File: config.mk
export PLATFORM = sky130hd
export DESIGN_NAME = hangul_two_set_composer
export DESIGN_NICKNAME = d
export VERILOG_FILES = /design/src/rtl/hts_pkg.sv /design/src/rtl/hts_front.sv /design/src/rtl/hts_op_queue.sv /design/src/rtl/hts_back.sv /design/src/rtl/hangul_two_set_composer.sv
export SDC_FILE = /design/constraint.sdc
export NUM_CORES = 1
export LEC_CHECK = 0
export ABC_CLOCK_PERIOD_IN_PS = 14300
export BUFFER_PORTS_ARGS = -buffer_cell sky130_fd_sc_hd__buf_2
export CAP_MARGIN = 20
export CELL_PAD_IN_SITES_DETAIL_PLACEMENT = 1
export CELL_PAD_IN_SITES_GLOBAL_PLACEMENT = 1
export CORE_MARGIN = 2
export CORE_UTILIZATION = 53
export CTS_CLUSTER_SIZE = 16
export DETAILED_ROUTE_END_ITERATION = 10
export PLACE_DENSITY = 0.95
export SLEW_MARGIN = 20
export SYNTH_ARGS = -nofsm -noshare
export SYNTH_HDL_FRONTEND = slang
export SYNTH_SLANG_ARGS = --single-unit
File: constraint.sdc
create_clock -name clk_i -period 14.3 [get_ports clk_i]
set_clock_uncertainty 0.15 [all_clocks]
set_input_delay 1.43 -clock clk_i [delete_from_list [all_inputs] [get_ports clk_i]]
set_output_delay 1.43 -clock clk_i [all_outputs]
set_load 0.005 [all_outputs]
File: src/rtl/hts_pkg.sv
// ----------------------------------------------------------------------------
// hts_pkg
// Types, codes and keymap tables for the two-set hangul syllable composer.
// ----------------------------------------------------------------------------
package hts_pkg;

  // request codes
  localparam logic [1:0] REQ_KEY    = 2'd0;
  localparam logic [1:0] REQ_FLUSH  = 2'd1;
  localparam logic [1:0] REQ_TOGGLE = 2'd2;

  // result status codes
  localparam logic [1:0] ST_NONE = 2'd0;
  localparam logic [1:0] ST_CODE = 2'd1;
  localparam logic [1:0] ST_PASS = 2'd2;

  // keymap entry type field
  localparam logic [1:0] KEY_NONE    = 2'd0;
  localparam logic [1:0] KEY_INITIAL = 2'd1;
  localparam logic [1:0] KEY_MEDIAL  = 2'd2;

  // code point constants
  localparam logic [15:0] SYL_BASE    = 16'hAC00;
  localparam logic [15:0] VOWEL_BASE  = 16'h314F;
  localparam logic [4:0]  VOWEL_LAST  = 5'd20;
  localparam logic [9:0]  MEDIAL_CNT  = 10'd21;
  localparam logic [15:0] FINAL_CNT   = 16'd28;
  localparam logic [7:0]  SCAN_LIMIT  = 8'h40;

  // one input word
  typedef struct packed {
    logic [1:0] req_type;
    logic [7:0] scan_code;
    logic       shift_held;
  } req_t;

  // one result word
  typedef struct packed {
    logic [1:0]  status;
    logic [15:0] code_point;
    logic        korean_mode;
    logic        last_of_run;
  } rsp_t;

  // decoded operation passed from front to back
  typedef enum logic [2:0] {
    OP_NOP,
    OP_PASS,
    OP_INIT,
    OP_MED,
    OP_COMMIT,
    OP_CLEAR
  } op_kind_e;

  typedef struct packed {
    op_kind_e   kind;
    logic [4:0] idx;
    logic       mode;
  } op_t;

  // two-set keymap: {type, 6-bit index}
  function automatic logic [7:0] key_code(input logic [5:0] sc, input logic sh);
    logic [7:0] c;
    begin
      case (sc)
        6'd16: c = sh ? 8'h48 : 8'h47;
        6'd17: c = sh ? 8'h4D : 8'h4C;
        6'd18: c = sh ? 8'h44 : 8'h43;
        6'd19: c = sh ? 8'h41 : 8'h40;
        6'd20: c = sh ? 8'h4A : 8'h49;
        6'd21: c = 8'h8C;
        6'd22: c = 8'h86;
        6'd23: c = 8'h82;
        6'd24: c = sh ? 8'h83 : 8'h81;
        6'd25: c = sh ? 8'h87 : 8'h85;
        6'd30: c = 8'h46;
        6'd31: c = 8'h42;
        6'd32: c = 8'h4B;
        6'd33: c = 8'h45;
        6'd34: c = 8'h52;
        6'd35: c = 8'h88;
        6'd36: c = 8'h84;
        6'd37: c = 8'h80;
        6'd38: c = 8'h94;
        6'd44: c = 8'h4F;
        6'd45: c = 8'h50;
        6'd46: c = 8'h4E;
        6'd47: c = 8'h51;
        6'd48: c = 8'h91;
        6'd49: c = 8'h8D;
        6'd50: c = 8'h92;
        default: c = 8'h00;
      endcase
      return c;
    end
  endfunction

  // initial index to final index, zero when it cannot close a syllable
  function automatic logic [4:0] initial_as_final(input logic [4:0] i);
    logic [4:0] f;
    begin
      case (i)
        5'd0:  f = 5'd1;
        5'd1:  f = 5'd2;
        5'd2:  f = 5'd4;
        5'd3:  f = 5'd7;
        5'd5:  f = 5'd8;
        5'd6:  f = 5'd16;
        5'd7:  f = 5'd17;
        5'd9:  f = 5'd19;
        5'd10: f = 5'd20;
        5'd11: f = 5'd21;
        5'd12: f = 5'd22;
        5'd14: f = 5'd23;
        5'd15: f = 5'd24;
        5'd16: f = 5'd25;
        5'd17: f = 5'd26;
        5'd18: f = 5'd27;
        default: f = 5'd0;
      endcase
      return f;
    end
  endfunction

  // final index back to the initial it moves on as
  function automatic logic [4:0] final_as_initial(input logic [4:0] f);
    logic [4:0] i;
    begin
      case (f)
        5'd1:  i = 5'd0;
        5'd2:  i = 5'd1;
        5'd4:  i = 5'd2;
        5'd7:  i = 5'd3;
        5'd8:  i = 5'd5;
        5'd16: i = 5'd6;
        5'd17: i = 5'd7;
        5'd19: i = 5'd9;
        5'd20: i = 5'd10;
        5'd21: i = 5'd11;
        5'd22: i = 5'd12;
        5'd23: i = 5'd14;
        5'd24: i = 5'd15;
        5'd25: i = 5'd16;
        5'd26: i = 5'd17;
        5'd27: i = 5'd18;
        default: i = 5'd0;
      endcase
      return i;
    end
  endfunction

  // compatibility jamo of a lone initial
  function automatic logic [15:0] initial_compat(input logic [4:0] i);
    logic [15:0] c;
    begin
      case (i)
        5'd0:  c = 16'h3131;
        5'd1:  c = 16'h3132;
        5'd2:  c = 16'h3134;
        5'd3:  c = 16'h3137;
        5'd4:  c = 16'h3138;
        5'd5:  c = 16'h3139;
        5'd6:  c = 16'h3141;
        5'd7:  c = 16'h3142;
        5'd8:  c = 16'h3143;
        5'd9:  c = 16'h3145;
        5'd10: c = 16'h3146;
        5'd11: c = 16'h3147;
        5'd12: c = 16'h3148;
        5'd13: c = 16'h3149;
        5'd14: c = 16'h314A;
        5'd15: c = 16'h314B;
        5'd16: c = 16'h314C;
        5'd17: c = 16'h314D;
        5'd18: c = 16'h314E;
        default: c = 16'h0000;
      endcase
      return c;
    end
  endfunction

  // compatibility jamo of a lone medial
  function automatic logic [15:0] lone_vowel(input logic [4:0] m);
    begin
      return (m <= VOWEL_LAST) ? (VOWEL_BASE + 16'(m)) : 16'h0000;
    end
  endfunction

endpackage

File: src/rtl/hts_front.sv
// ----------------------------------------------------------------------------
// hts_front
// Accepts request words, tracks the korean mode and decodes each word into
// an operation for the composing back end.
// ----------------------------------------------------------------------------
module hts_front (
  input  logic          clk_i,
  input  logic          rst_ni,
  input  logic          push_i,
  input  hts_pkg::req_t item_i,
  input  logic          queue_full_i,
  output logic          op_push_o,
  output hts_pkg::op_t  op_o
);
  import hts_pkg::*;

  logic       mode_q, mode_d;
  logic [7:0] code;
  logic       take;

  assign take      = push_i && !queue_full_i;
  assign op_push_o = take;
  assign code      = key_code(item_i.scan_code[5:0], item_i.shift_held);

  // decode the request against the current mode
  always_comb begin
    mode_d    = mode_q;
    op_o.kind = OP_NOP;
    op_o.idx  = code[4:0];
    case (item_i.req_type)
      REQ_KEY: begin
        if (!mode_q) begin
          op_o.kind = OP_PASS;
        end else if (item_i.scan_code < SCAN_LIMIT) begin
          case (code[7:6])
            KEY_INITIAL: op_o.kind = OP_INIT;
            KEY_MEDIAL:  op_o.kind = OP_MED;
            default:     op_o.kind = OP_COMMIT;
          endcase
        end
      end
      REQ_FLUSH: op_o.kind = OP_COMMIT;
      REQ_TOGGLE: begin
        mode_d = !mode_q;
        // switching off drops the pending syllable
        if (mode_q) op_o.kind = OP_CLEAR;
      end
      default: op_o.kind = OP_NOP;
    endcase
    op_o.mode = mode_d;
  end

  // mode register
  always_ff @(posedge clk_i or negedge rst_ni) begin
    if (!rst_ni) begin
      mode_q <= 1'b0;
    end else if (take) begin
      mode_q <= mode_d;
    end
  end

endmodule

File: src/rtl/hts_op_queue.sv
// ----------------------------------------------------------------------------
// hts_op_queue
// Two-entry queue of decoded operations between front and back end.
// ----------------------------------------------------------------------------
module hts_op_queue (
  input  logic         clk_i,
  input  logic         rst_ni,
  input  logic         push_i,
  input  hts_pkg::op_t op_i,
  output logic         full_o,
  input  logic         pop_i,
  output logic         empty_o,
  output hts_pkg::op_t op_o
);
  import hts_pkg::*;

  op_t        slot_q [2];
  logic       wr_q, rd_q;
  logic [1:0] cnt_q;
  logic       do_push, do_pop;

  assign full_o  = (cnt_q == 2'd2);
  assign empty_o = (cnt_q == 2'd0);
  assign op_o    = slot_q[rd_q];
  assign do_push = push_i && !full_o;
  assign do_pop  = pop_i && !empty_o;

  // storage
  always_ff @(posedge clk_i) begin
    if (do_push) slot_q[wr_q] <= op_i;
  end

  // pointers and fill count
  always_ff @(posedge clk_i or negedge rst_ni) begin
    if (!rst_ni) begin
      wr_q  <= 1'b0;
      rd_q  <= 1'b0;
      cnt_q <= 2'd0;
    end else begin
      if (do_push) wr_q <= !wr_q;
      if (do_pop)  rd_q <= !rd_q;
      cnt_q <= cnt_q + 2'(do_push) - 2'(do_pop);
    end
  end

endmodule

File: src/rtl/hts_back.sv
// ----------------------------------------------------------------------------
// hts_back
// Holds the partial syllable and, while the four-entry output queue has room
// for two words, takes one operation per cycle and writes one or two results.
// ----------------------------------------------------------------------------
module hts_back (
  input  logic          clk_i,
  input  logic          rst_ni,
  input  logic          op_empty_i,
  input  hts_pkg::op_t  op_i,
  output logic          op_pop_o,
  output logic          empty_o,
  input  logic          pop_i,
  output hts_pkg::rsp_t result_o
);
  import hts_pkg::*;

  // syllable state
  logic [4:0] ini_q, ini_d, med_q, med_d, fin_q, fin_d;
  logic       ini_held_q, ini_held_d, med_held_q, med_held_d;

  // output queue
  rsp_t       buf_q [4];
  logic [1:0] wr_q, rd_q;
  logic [2:0] cnt_q;

  logic        take, do_pop;
  logic [9:0]  pair;
  logic [15:0] syl_base;
  logic        cm_v;
  logic [15:0] cm_cp;
  logic [4:0]  as_final;
  logic        r0_v, r1_v;
  logic [1:0]  r0_st, r1_st;
  logic [15:0] r0_cp, r1_cp;
  rsp_t        w0, w1;

  assign take     = !op_empty_i && (cnt_q <= 3'd2);
  assign op_pop_o = take;
  assign do_pop   = pop_i && !empty_o;
  assign empty_o  = (cnt_q == 3'd0);
  assign result_o = buf_q[rd_q];

  // syllable code without final
  assign pair     = 10'(ini_q) * MEDIAL_CNT + 10'(med_q);
  assign syl_base = SYL_BASE + 16'(pair) * FINAL_CNT;
  assign as_final = initial_as_final(op_i.idx);

  // what a commit of the held jamo emits
  always_comb begin
    cm_v  = ini_held_q || med_held_q;
    cm_cp = 16'h0000;
    if (ini_held_q && med_held_q) cm_cp = syl_base + 16'(fin_q);
    else if (ini_held_q)          cm_cp = initial_compat(ini_q);
    else if (med_held_q)          cm_cp = lone_vowel(med_q);
  end

  // execute one operation
  always_comb begin
    ini_d      = ini_q;
    med_d      = med_q;
    fin_d      = fin_q;
    ini_held_d = ini_held_q;
    med_held_d = med_held_q;
    r0_v  = 1'b0;
    r0_st = ST_NONE;
    r0_cp = 16'h0000;
    r1_v  = 1'b0;
    r1_st = ST_CODE;
    r1_cp = 16'h0000;
    case (op_i.kind)
      OP_PASS: begin
        r0_v  = 1'b1;
        r0_st = ST_PASS;
      end
      OP_COMMIT, OP_CLEAR: begin
        if (op_i.kind == OP_COMMIT && cm_v) begin
          r0_v  = 1'b1;
          r0_st = ST_CODE;
          r0_cp = cm_cp;
        end
        ini_d = '0; med_d = '0; fin_d = '0;
        ini_held_d = 1'b0; med_held_d = 1'b0;
      end
      OP_INIT: begin
        if (ini_held_q && med_held_q && fin_q == 5'd0 && as_final != 5'd0) begin
          fin_d = as_final;
        end else begin
          r0_v  = cm_v;
          r0_st = ST_CODE;
          r0_cp = cm_cp;
          ini_d = op_i.idx; med_d = '0; fin_d = '0;
          ini_held_d = 1'b1; med_held_d = 1'b0;
        end
      end
      OP_MED: begin
        if (ini_held_q && !med_held_q) begin
          med_d      = op_i.idx;
          med_held_d = 1'b1;
        end else if (ini_held_q && fin_q != 5'd0) begin
          // final moves on as the next initial
          r0_v  = 1'b1;
          r0_st = ST_CODE;
          r0_cp = syl_base;
          ini_d = final_as_initial(fin_q);
          med_d = op_i.idx;
          fin_d = '0;
          ini_held_d = 1'b1; med_held_d = 1'b1;
        end else begin
          // commit, then the vowel on its own
          if (cm_v) begin
            r0_v  = 1'b1;
            r0_st = ST_CODE;
            r0_cp = cm_cp;
            r1_v  = 1'b1;
            r1_cp = lone_vowel(op_i.idx);
          end else begin
            r0_v  = 1'b1;
            r0_st = ST_CODE;
            r0_cp = lone_vowel(op_i.idx);
          end
          ini_d = '0; med_d = '0; fin_d = '0;
          ini_held_d = 1'b0; med_held_d = 1'b0;
        end
      end
      default: begin
        r0_v = 1'b0;
      end
    endcase
    // a step with nothing emitted still gives one empty word
    if (!r0_v) begin
      r0_st = ST_NONE;
      r0_cp = 16'h0000;
    end
    w0.status      = r0_st;
    w0.code_point  = r0_cp;
    w0.korean_mode = op_i.mode;
    w0.last_of_run = !r1_v;
    w1.status      = r1_st;
    w1.code_point  = r1_cp;
    w1.korean_mode = op_i.mode;
    w1.last_of_run = 1'b1;
  end

  // syllable state registers
  always_ff @(posedge clk_i or negedge rst_ni) begin
    if (!rst_ni) begin
      ini_q      <= '0;
      med_q      <= '0;
      fin_q      <= '0;
      ini_held_q <= 1'b0;
      med_held_q <= 1'b0;
    end else if (take) begin
      ini_q      <= ini_d;
      med_q      <= med_d;
      fin_q      <= fin_d;
      ini_held_q <= ini_held_d;
      med_held_q <= med_held_d;
    end
  end

  // output queue storage, up to two words written per cycle
  always_ff @(posedge clk_i) begin
    if (take) begin
      buf_q[wr_q] <= w0;
      if (r1_v) buf_q[wr_q + 2'd1] <= w1;
    end
  end

  // output queue pointers and fill count
  always_ff @(posedge clk_i or negedge rst_ni) begin
    if (!rst_ni) begin
      wr_q  <= '0;
      rd_q  <= '0;
      cnt_q <= '0;
    end else begin
      if (take)   wr_q <= wr_q + 2'd1 + 2'(r1_v);
      if (do_pop) rd_q <= rd_q + 2'd1;
      cnt_q <= cnt_q + (take ? (3'd1 + 3'(r1_v)) : 3'd0) - 3'(do_pop);
    end
  end

endmodule

File: src/rtl/hangul_two_set_composer.sv
// ----------------------------------------------------------------------------
// hangul_two_set_composer
// Two-set hangul composer: scancode words in, syllable and jamo code points
// out.
//
//   side    handshake        payload      notes
//   input   push_i / full_o  item_i       request type, scan code, shift
//   output  pop_i / empty_o  result_o     status, code point, mode, last
//
// A word accepted by the front end is decoded into the op queue; the back end
// executes it when the output queue has room and queues its results for result_o.
// The back end takes one word per cycle while the output queue has room for
// two results; a word that yields two results needs two pops to drain.
// Reset clears the mode, the held syllable and both queues.
// ----------------------------------------------------------------------------
module hangul_two_set_composer (
  input  logic          clk_i,
  input  logic          rst_ni,
  input  logic          push_i,
  input  hts_pkg::req_t item_i,
  output logic          full_o,
  output logic          empty_o,
  input  logic          pop_i,
  output hts_pkg::rsp_t result_o
);
  import hts_pkg::*;

  logic op_push, op_pop, op_empty;
  op_t  op_in, op_out;

  // decode and mode tracking
  hts_front u_front (
    .clk_i        (clk_i),
    .rst_ni       (rst_ni),
    .push_i       (push_i),
    .item_i       (item_i),
    .queue_full_i (full_o),
    .op_push_o    (op_push),
    .op_o         (op_in)
  );

  // decoupling queue
  hts_op_queue u_queue (
    .clk_i   (clk_i),
    .rst_ni  (rst_ni),
    .push_i  (op_push),
    .op_i    (op_in),
    .full_o  (full_o),
    .pop_i   (op_pop),
    .empty_o (op_empty),
    .op_o    (op_out)
  );

  // composition and output queue
  hts_back u_back (
    .clk_i      (clk_i),
    .rst_ni     (rst_ni),
    .op_empty_i (op_empty),
    .op_i       (op_out),
    .op_pop_o   (op_pop),
    .empty_o    (empty_o),
    .pop_i      (pop_i),
    .result_o   (result_o)
  );

endmodule

==> summary.txt, run 1 <==
CTS
  • Max clock buf depth: 2
  • Insertion delay to the later sink of the worst-skew pair: 0.46 ns
  • Clock root buffer master: clkbuf_16
  • Post-cts repair resize count: 0
  • Clk sink count: 127
  • CTS H-Tree Depth: 4
  • CTS tree: yes
  • Post-CTS Hold Buffers: 0
  • CTS buffer count: 17
  • Post-CTS Setup Bufs: 0
  • Clock transition at the registers of the reported paths: 0.07 ns

Synthesis
  • Post-synthesis sequential area ratio: 0.3554
  • Synth top cells by count: nand2_1, ha_1, o21ai_0
  • Yosys reg bits: 127
  • Yosys top cell area share: 0.2000
  • Top_reg_cell synth: edfxtp_1
  • Count leader, synth: nand2_1
  • Synth top area cells: edfxtp_1, ha_1, dfrtp_1
  • Cell area after synthesis: 9308 sq um
  • Syn Area/Cell: 9.546 sq um
  • Asr flop ratio synth: 0.2283
  • Yosys top cell by area: edfxtp_1
  • Synth cell types: 84
  • Ys Warns: 0
  • Synthesized net count: 1085
  • Post-synthesis cell count: 975
  • Post-synth EDFFs: 62

Setup path
  • Crit Path Class: reg2reg
  • WP data required: 14.49 ns
  • Crit path capture type: flop
  • Worst Path Arrival: 7.11 ns
  • Crit-path slowest cell: dfrtp_1
  • CP peak stage delay: 0.65 ns
  • CP startpoint kind: flop
  • Worst-path cell chain: ha_1 > ha_1 > fa_1 > inv_1 > fa_1 > xnor2_1 > inv_1 > fa_1 > inv_1 > ha_1 > a211oi_2 > o31ai_4 > xnor2_2 > ha_1 > o21ai_0 > and2_1 > nor3_1 > a21oi_1 > o211a_1 > a22o_1
  • Cell seen most often among critical-path stages: ha_1
  • Crit-path max FO: 15

Drt
  • Post-DRT Antenna Nets: 0
  • First-pass iteration count of the detailed router: 5
  • Vias: 8742
  • Detailed Route WL: 33.80 mm
  • DRT iter0 DRCs: 1084
  • DRC errors left: 0
  • Post-DR vias/cell: 7.107
  • DR WL/cell: 27.48 um

Placement
  • Buffers added on ports: 36
  • Final Wtd Congestion: 0.9396
  • Hpwl dp: 21.93 mm

Floorplan
  • Die area: 18640 sq um
  • Die X: 136.5 um
  • Core area: 17240 sq um
  • Row cnt: 48
  • Die height: 136.5 um
  • Starting Density: 0.5400
  • Top Ports: 37

GRT
  • Vias in the first global route: 9189
  • First-pass GRT wire length: 52.67 mm
  • GR Overflow Total: 0
  • Initial antenna violation count: 0
  • Largest net degree at the start of global routing: 30
  • Global Route Usage Sum: 0.3768

Timing
  • Min Tclk post-route: 6.918 ns
  • Worst-margin pin slew: 1.173 ns
  • Pins Over Slew Limit: 0
  • TNS Setup: 0 ns
  • Max frequency: 144.6 MHz
  • Tcrit/Tclk final: 0.4838
  • Fin. Hold Viols: 0
  • RSZ-0062 raised after global routing: no
  • Final setup violation count: 0
  • Max_slew headroom: 0.1977

Cells and area
  • FILL cells: 1884
  • Reg area: 3308 sq um
  • Layout cells sized above 1: 0.1254
  • Number of diodes: 0
  • Area delta synth->final: 9.625%
  • Final #Nets: 1102
  • Area of the multi-input gates: 5557 sq um

Run
  • Max-cap violations: 0

Run status
  • Outcome: complete, no violations

Worst hold path
  • Hold crit path type: reg2reg
## final cells by class
type                       count  share of cell area
sequential                   127              0.3242
clock inverter                15             0.01557
timing repair buffer          40             0.02060
tap                          225             0.02759
clock buffer                  17             0.04169
multi-input combinational    736              0.5446
inverter                      70             0.02575
## cells in the final DEF (no fill, tap or decap), types with 11 or more instances in the layout
cell and n:
a21oi_1 61, a31oi_1 11, dfxtp_1 36, o21ai_0 80, xor2_1 12, nor2_1 59
clkbuf_16 17, buf_2 36, nand2_1 98, o22ai_1 33, xnor2_1 27, nor3_1 18
edfxtp_1 62, ha_1 84, a21o_1 15, inv_1 70, mux4_2 20, dfrtp_1 29
mux2i_1 16, fa_1 11, nand3_1 19
## flip-flops by register name, summed over array words and instances (netlist names), 2 cells and up
signal / cells
u_back.cnt_q: 3
u_back.med_q: 5
u_back.rd_q: 2
u_back.buf_q: 80
u_back.ini_q: 5
u_back.wr_q: 2
u_back.fin_q: 5
u_queue.slot_q: 18
u_queue.cnt_q: 2
## metal layers
layer / up-vias / track usage / routed length [um]
met1: 4197 / 0.4215 / 11800
met2: 657 / 0.6325 / 16230
met5: - / 0 / 0
met4: 0 / 0.2708 / 2816
met3: 233 / 0.08444 / 2947
li1: 3655 / - / -
## through the flow
stage | utilization | std cells | cell area (sq um) | hold slack [ns] | worst slack [ns]
2_1_floorplan | - | 975 | 9308 | 0.2698 | 8.373
3_3_place_gp | 0.5581 | 1198 | 9619 | 0.2816 | 8.075
3_5_place_dp | 0.5581 | 1198 | 9619 | 0.3034 | 7.652
4_1_cts | 0.5920 | 1230 | 10200 | 0.3243 | 7.465
5_1_grt | 0.5920 | 1230 | 10200 | 0.3617 | 7.020
6_report | 0.5920 | 1230 | 10200 | 0.3307 | 7.382
## worst paths after layout
check                                    start                  end  slack (ns)  depth (start not counted)
hold / removal             u_back.buf_q[2][13]  u_back.buf_q[2][13]        0.33                          2
setup reg to reg               u_back.ini_q[2]  u_back.buf_q[1][16]        7.38                         20
hold reg to reg            u_back.buf_q[2][13]  u_back.buf_q[2][13]        0.33                          2
min in group asynchronous               rst_ni       u_front.mode_q        0.89                          1
max in group asynchronous               rst_ni      u_back.ini_q[3]       12.60                          1
setup / recovery               u_back.ini_q[2]  u_back.buf_q[1][16]        7.38                         20
## kinds of logic (layout without fill, tap and decap cells)
family	Yosys count	count (layout)	share of synthesized area
AO/OA/AOI/OAI	301	301	0.2133
XOR/XNOR	41	41	0.04140
adder cells (fa/ha/maj)	95	95	0.1366
buffers and inverters	112	142	0.04812
flip-flops	127	127	0.3554
multiplexers	45	45	0.07676
AND/OR/NAND/NOR	254	254	0.1284
## critical path, delay by kind of cell, from the launching register on
family	cells	cell delay, ns
AO/OA/AOI/OAI	6	1.57
XOR/XNOR	2	0.72
adder cells (fa/ha/maj)	7	2.83
buffers and inverters	3	0.30
flip-flops	1	0.65
AND/OR/NAND/NOR	2	0.59
Power of run 1 is not shown: default switching activity piles up to over one toggle a cycle in this logic, so the estimate is an artifact.
==> inputs of run 2 (changes only) <==
Settings changed: ABC_CLOCK_PERIOD_IN_PS 14300 to 6000, CORE_UTILIZATION 53 to 45, PLACE_DENSITY 0.95 to 0.88.
Clock period 14.3 ns to 6 ns, I/O delays scaled along.
==> run 2 against run 1 <==
Net effect: global-route usage is 8.5 points lower; critical path depth up 5; clock-buffer cell count increased by 1; sequential share of layout area fell by 1.9 points; final area is 6.4% higher; critical path type unchanged; first-iteration DRC count down 28%; worst setup slack worse by 7.3 ns.
==> summary.txt, run 2 (synthesis results as in run 1) <==
CTS
  • Clock root buffer master: clkbuf_16
  • Clk sink count: 127 (unchanged)
  • Clock transition at the registers of the reported paths: 0.07 ns (about the same)
  • Insertion delay to the later sink of the worst-skew pair: 0.44 ns (-0.02 ns)
  • CTS tree: yes
  • CTS buffer count: 17 (unchanged)
  • CTS H-Tree Depth: 4 (unchanged)
  • Max clock buf depth: 2 (unchanged)

Run status
  • Outcome: complete, no violations

Placement
  • Final Wtd Congestion: 0.9156 (-2.6%)
  • Post-Place Worst Slack: -0.2682 ns (-7.920 ns)
  • Hpwl dp: 20.71 mm (-5.5%)
  • Buffers added on ports: 36 (unchanged)

Floorplan
  • Top Ports: 37 (unchanged)
  • Die X: 147.8 um (+8.3%)
  • Core area: 20300 sq um (+18%)
  • Die area: 21850 sq um (+17%)
  • Die height: 147.8 um (+8.3%)
  • Row cnt: 52 (+8.3%)
  • Starting Density: 0.4585 (-0.08148)

Worst hold path
  • Hold crit path type: in2async

Drt
  • DRT iter0 DRCs: 780 (-28%)
  • DR WL/cell: 24.79 um (-9.8%)
  • Met2 routed WL: 16.27 mm (+0.25%)
  • Detailed Route WL: 32.55 mm (-3.7%)
  • Post-DRT Antenna Nets: 0 (unchanged)
  • First-pass iteration count of the detailed router: 6 (+1)
  • Highest metal used: met4
  • DRC errors left: 0 (unchanged)
  • Met3 wire len: 2.201 mm (-25%)
  • Vias: 8569 (-2.0%)
  • Post-DR vias/cell: 6.526 (-8.2%)
  • Met1 wire length: 12.30 mm (+4.2%)

Setup path
  • Reg-to-reg slack, setup: 0.08 ns (-7.30 ns)
  • Crit path capture type: flop
  • Reg2Reg Launch Point: u_back.med_q[3]
  • Crit Path Class: reg2reg
  • Worst r2r path cells: 25 (+25%)
  • Crit-path max FO: 5 (-10)
  • CP startpoint kind: flop
  • WP data required: 6.18 ns (-8.31 ns)
  • Worst Path Arrival: 6.10 ns (-1.01 ns)
  • Worst r2r dst: u_back.buf_q[2][16]

Run
  • Max-cap violations: 0 (unchanged)

Timing
  • Min Tclk post-route: 5.920 ns (-0.9971 ns)
  • Max frequency: 168.9 MHz (+17%)
  • Fin. Hold Viols: 0 (unchanged)
  • TNS Setup: 0 ns (unchanged)
  • Worst setup margin: 0.07950 ns (-7.303 ns)
  • Final setup violation count: 0 (unchanged)
  • Worst-margin pin slew: 1.151 ns (-0.02214 ns)
  • Pins Over Slew Limit: 0 (unchanged)
  • Max_slew headroom: 0.2327 (+0.03498)
  • Tcrit/Tclk final: 0.9867 (+0.5030)

Cells and area
  • Leading cell type in the layout, fill and taps excluded: nand2_1
  • Largest register FFs: 80 (unchanged)
  • Number of diodes: 0 (unchanged)
  • Area delta synth->final: 16.62%
  • Most frequent cells in the layout: nand2_1, o21ai_0, ha_1
  • Biggest regs: u_back.buf_q (80), u_queue.slot_q (18)
  • Final #Nets: 1140 (+3.4%)
  • Register bank with the most flops: u_back.buf_q
  • Layout cells sized above 1: 0.1918 (+0.06638)

GRT
  • Largest net degree at the start of global routing: 30 (unchanged)
  • Vias in the first global route: 9094 (-1.0%)
  • Initial antenna violation count: 1 (+1)
  • GR Overflow Total: 0 (unchanged)
  • Global Route Usage Sum: 0.2921 (-0.08467)
  • First-pass GRT wire length: 49.89 mm (-5.3%)
-- run 2: cell types whose count changed in the layout (fill, tap and decap cells not counted), sizes merged --
cell,delta
clkinv,+1
clkbuf,+1
buf,+38
inv,-3
bufinv,+1
-- run 2: how the worst max path moves through the flow --
stage,start,endpoint,slack (ns),depth (start not counted)
finish,u_back.med_q[3],u_back.buf_q[2][16],0.08,25
global route,u_back.ini_q[2],u_back.buf_q[2][16],-0.16,26
CTS,u_back.med_q[3],u_back.buf_q[3][15],0.006,22
detailed placement,u_back.med_q[3],u_back.buf_q[1][14],-0.27,25
global placement,u_back.med_q[3],u_back.buf_q[1][15],0.09,25
floorplan,u_back.ini_q[3],u_back.buf_q[3][15],0.07,26
-- run 2: metal layers --
metal / GRT usage / up-vias
met2: 0.5047 / 461
met1: 0.3454 / 4234
met3: 0.06111 / 148
li1: - / 3726
met4: 0.1462 / 0
met5: 0 / -
-- run 2: layout make-up --
cell class / instances / area, sq um
Sequential cell: 127 / 3309
Multi-Input combinational cell: 736 / 5843
Fill cell: 2253 / 9445
Clock inverter: 14 / 142.6
Tap cell: 270 / 337.8
Inverter: 70 / 262.8
Timing Repair Buffer: 78 / 508.0
Clock buffer: 18 / 450.4
-- run 2: through the flow --
stage	hold WS, ns	area, sq um	utilization	cells
3_5_place_dp	0.2923	9826	0.4840	1263
5_1_grt	0.1121	10850	0.5347	1313
3_3_place_gp	0.2823	9826	0.4840	1263
6_report	0.07420	10850	0.5347	1313
4_1_cts	0.08781	10640	0.5241	1304
2_1_floorplan	0.1544	9308	-	975
-- run 2: timing repair --
| action | in CTS | in global routing |
|---|---|---|
| endpoints found under the hold margin | 0 | 0 |
| gates resized for setup | 24 | 23 |
| pin swaps | 11 | 31 |
| buffers inserted | 9 | 9 |
| hold buffers | 0 | 0 |
| endpoints found under the setup margin | 16 | 16 |
-- run 2: worst max-delay path: stages (launching register included) --
cell      delay, ns
dfrtp_1        0.39
ha_1           0.35
ha_4           0.24
fa_1           0.54
inv_1          0.07
fa_2           0.38
inv_1          0.08
a21o_1         0.13
a21oi_2        0.07
o21bai_1       0.16
a21oi_2        0.10
xnor2_2        0.24
xor2_2         0.22
ha_4           0.24
ha_4           0.28
inv_1          0.06
o32a_1         0.30
and2_4         0.15
ha_2           0.19
inv_1          0.09
o21ai_0        0.11
a31oi_1        0.18
and3_1         0.34
a31oi_1        0.17
o211a_1        0.36
a22o_1         0.21
Power of run 2 is left out for the same reason.
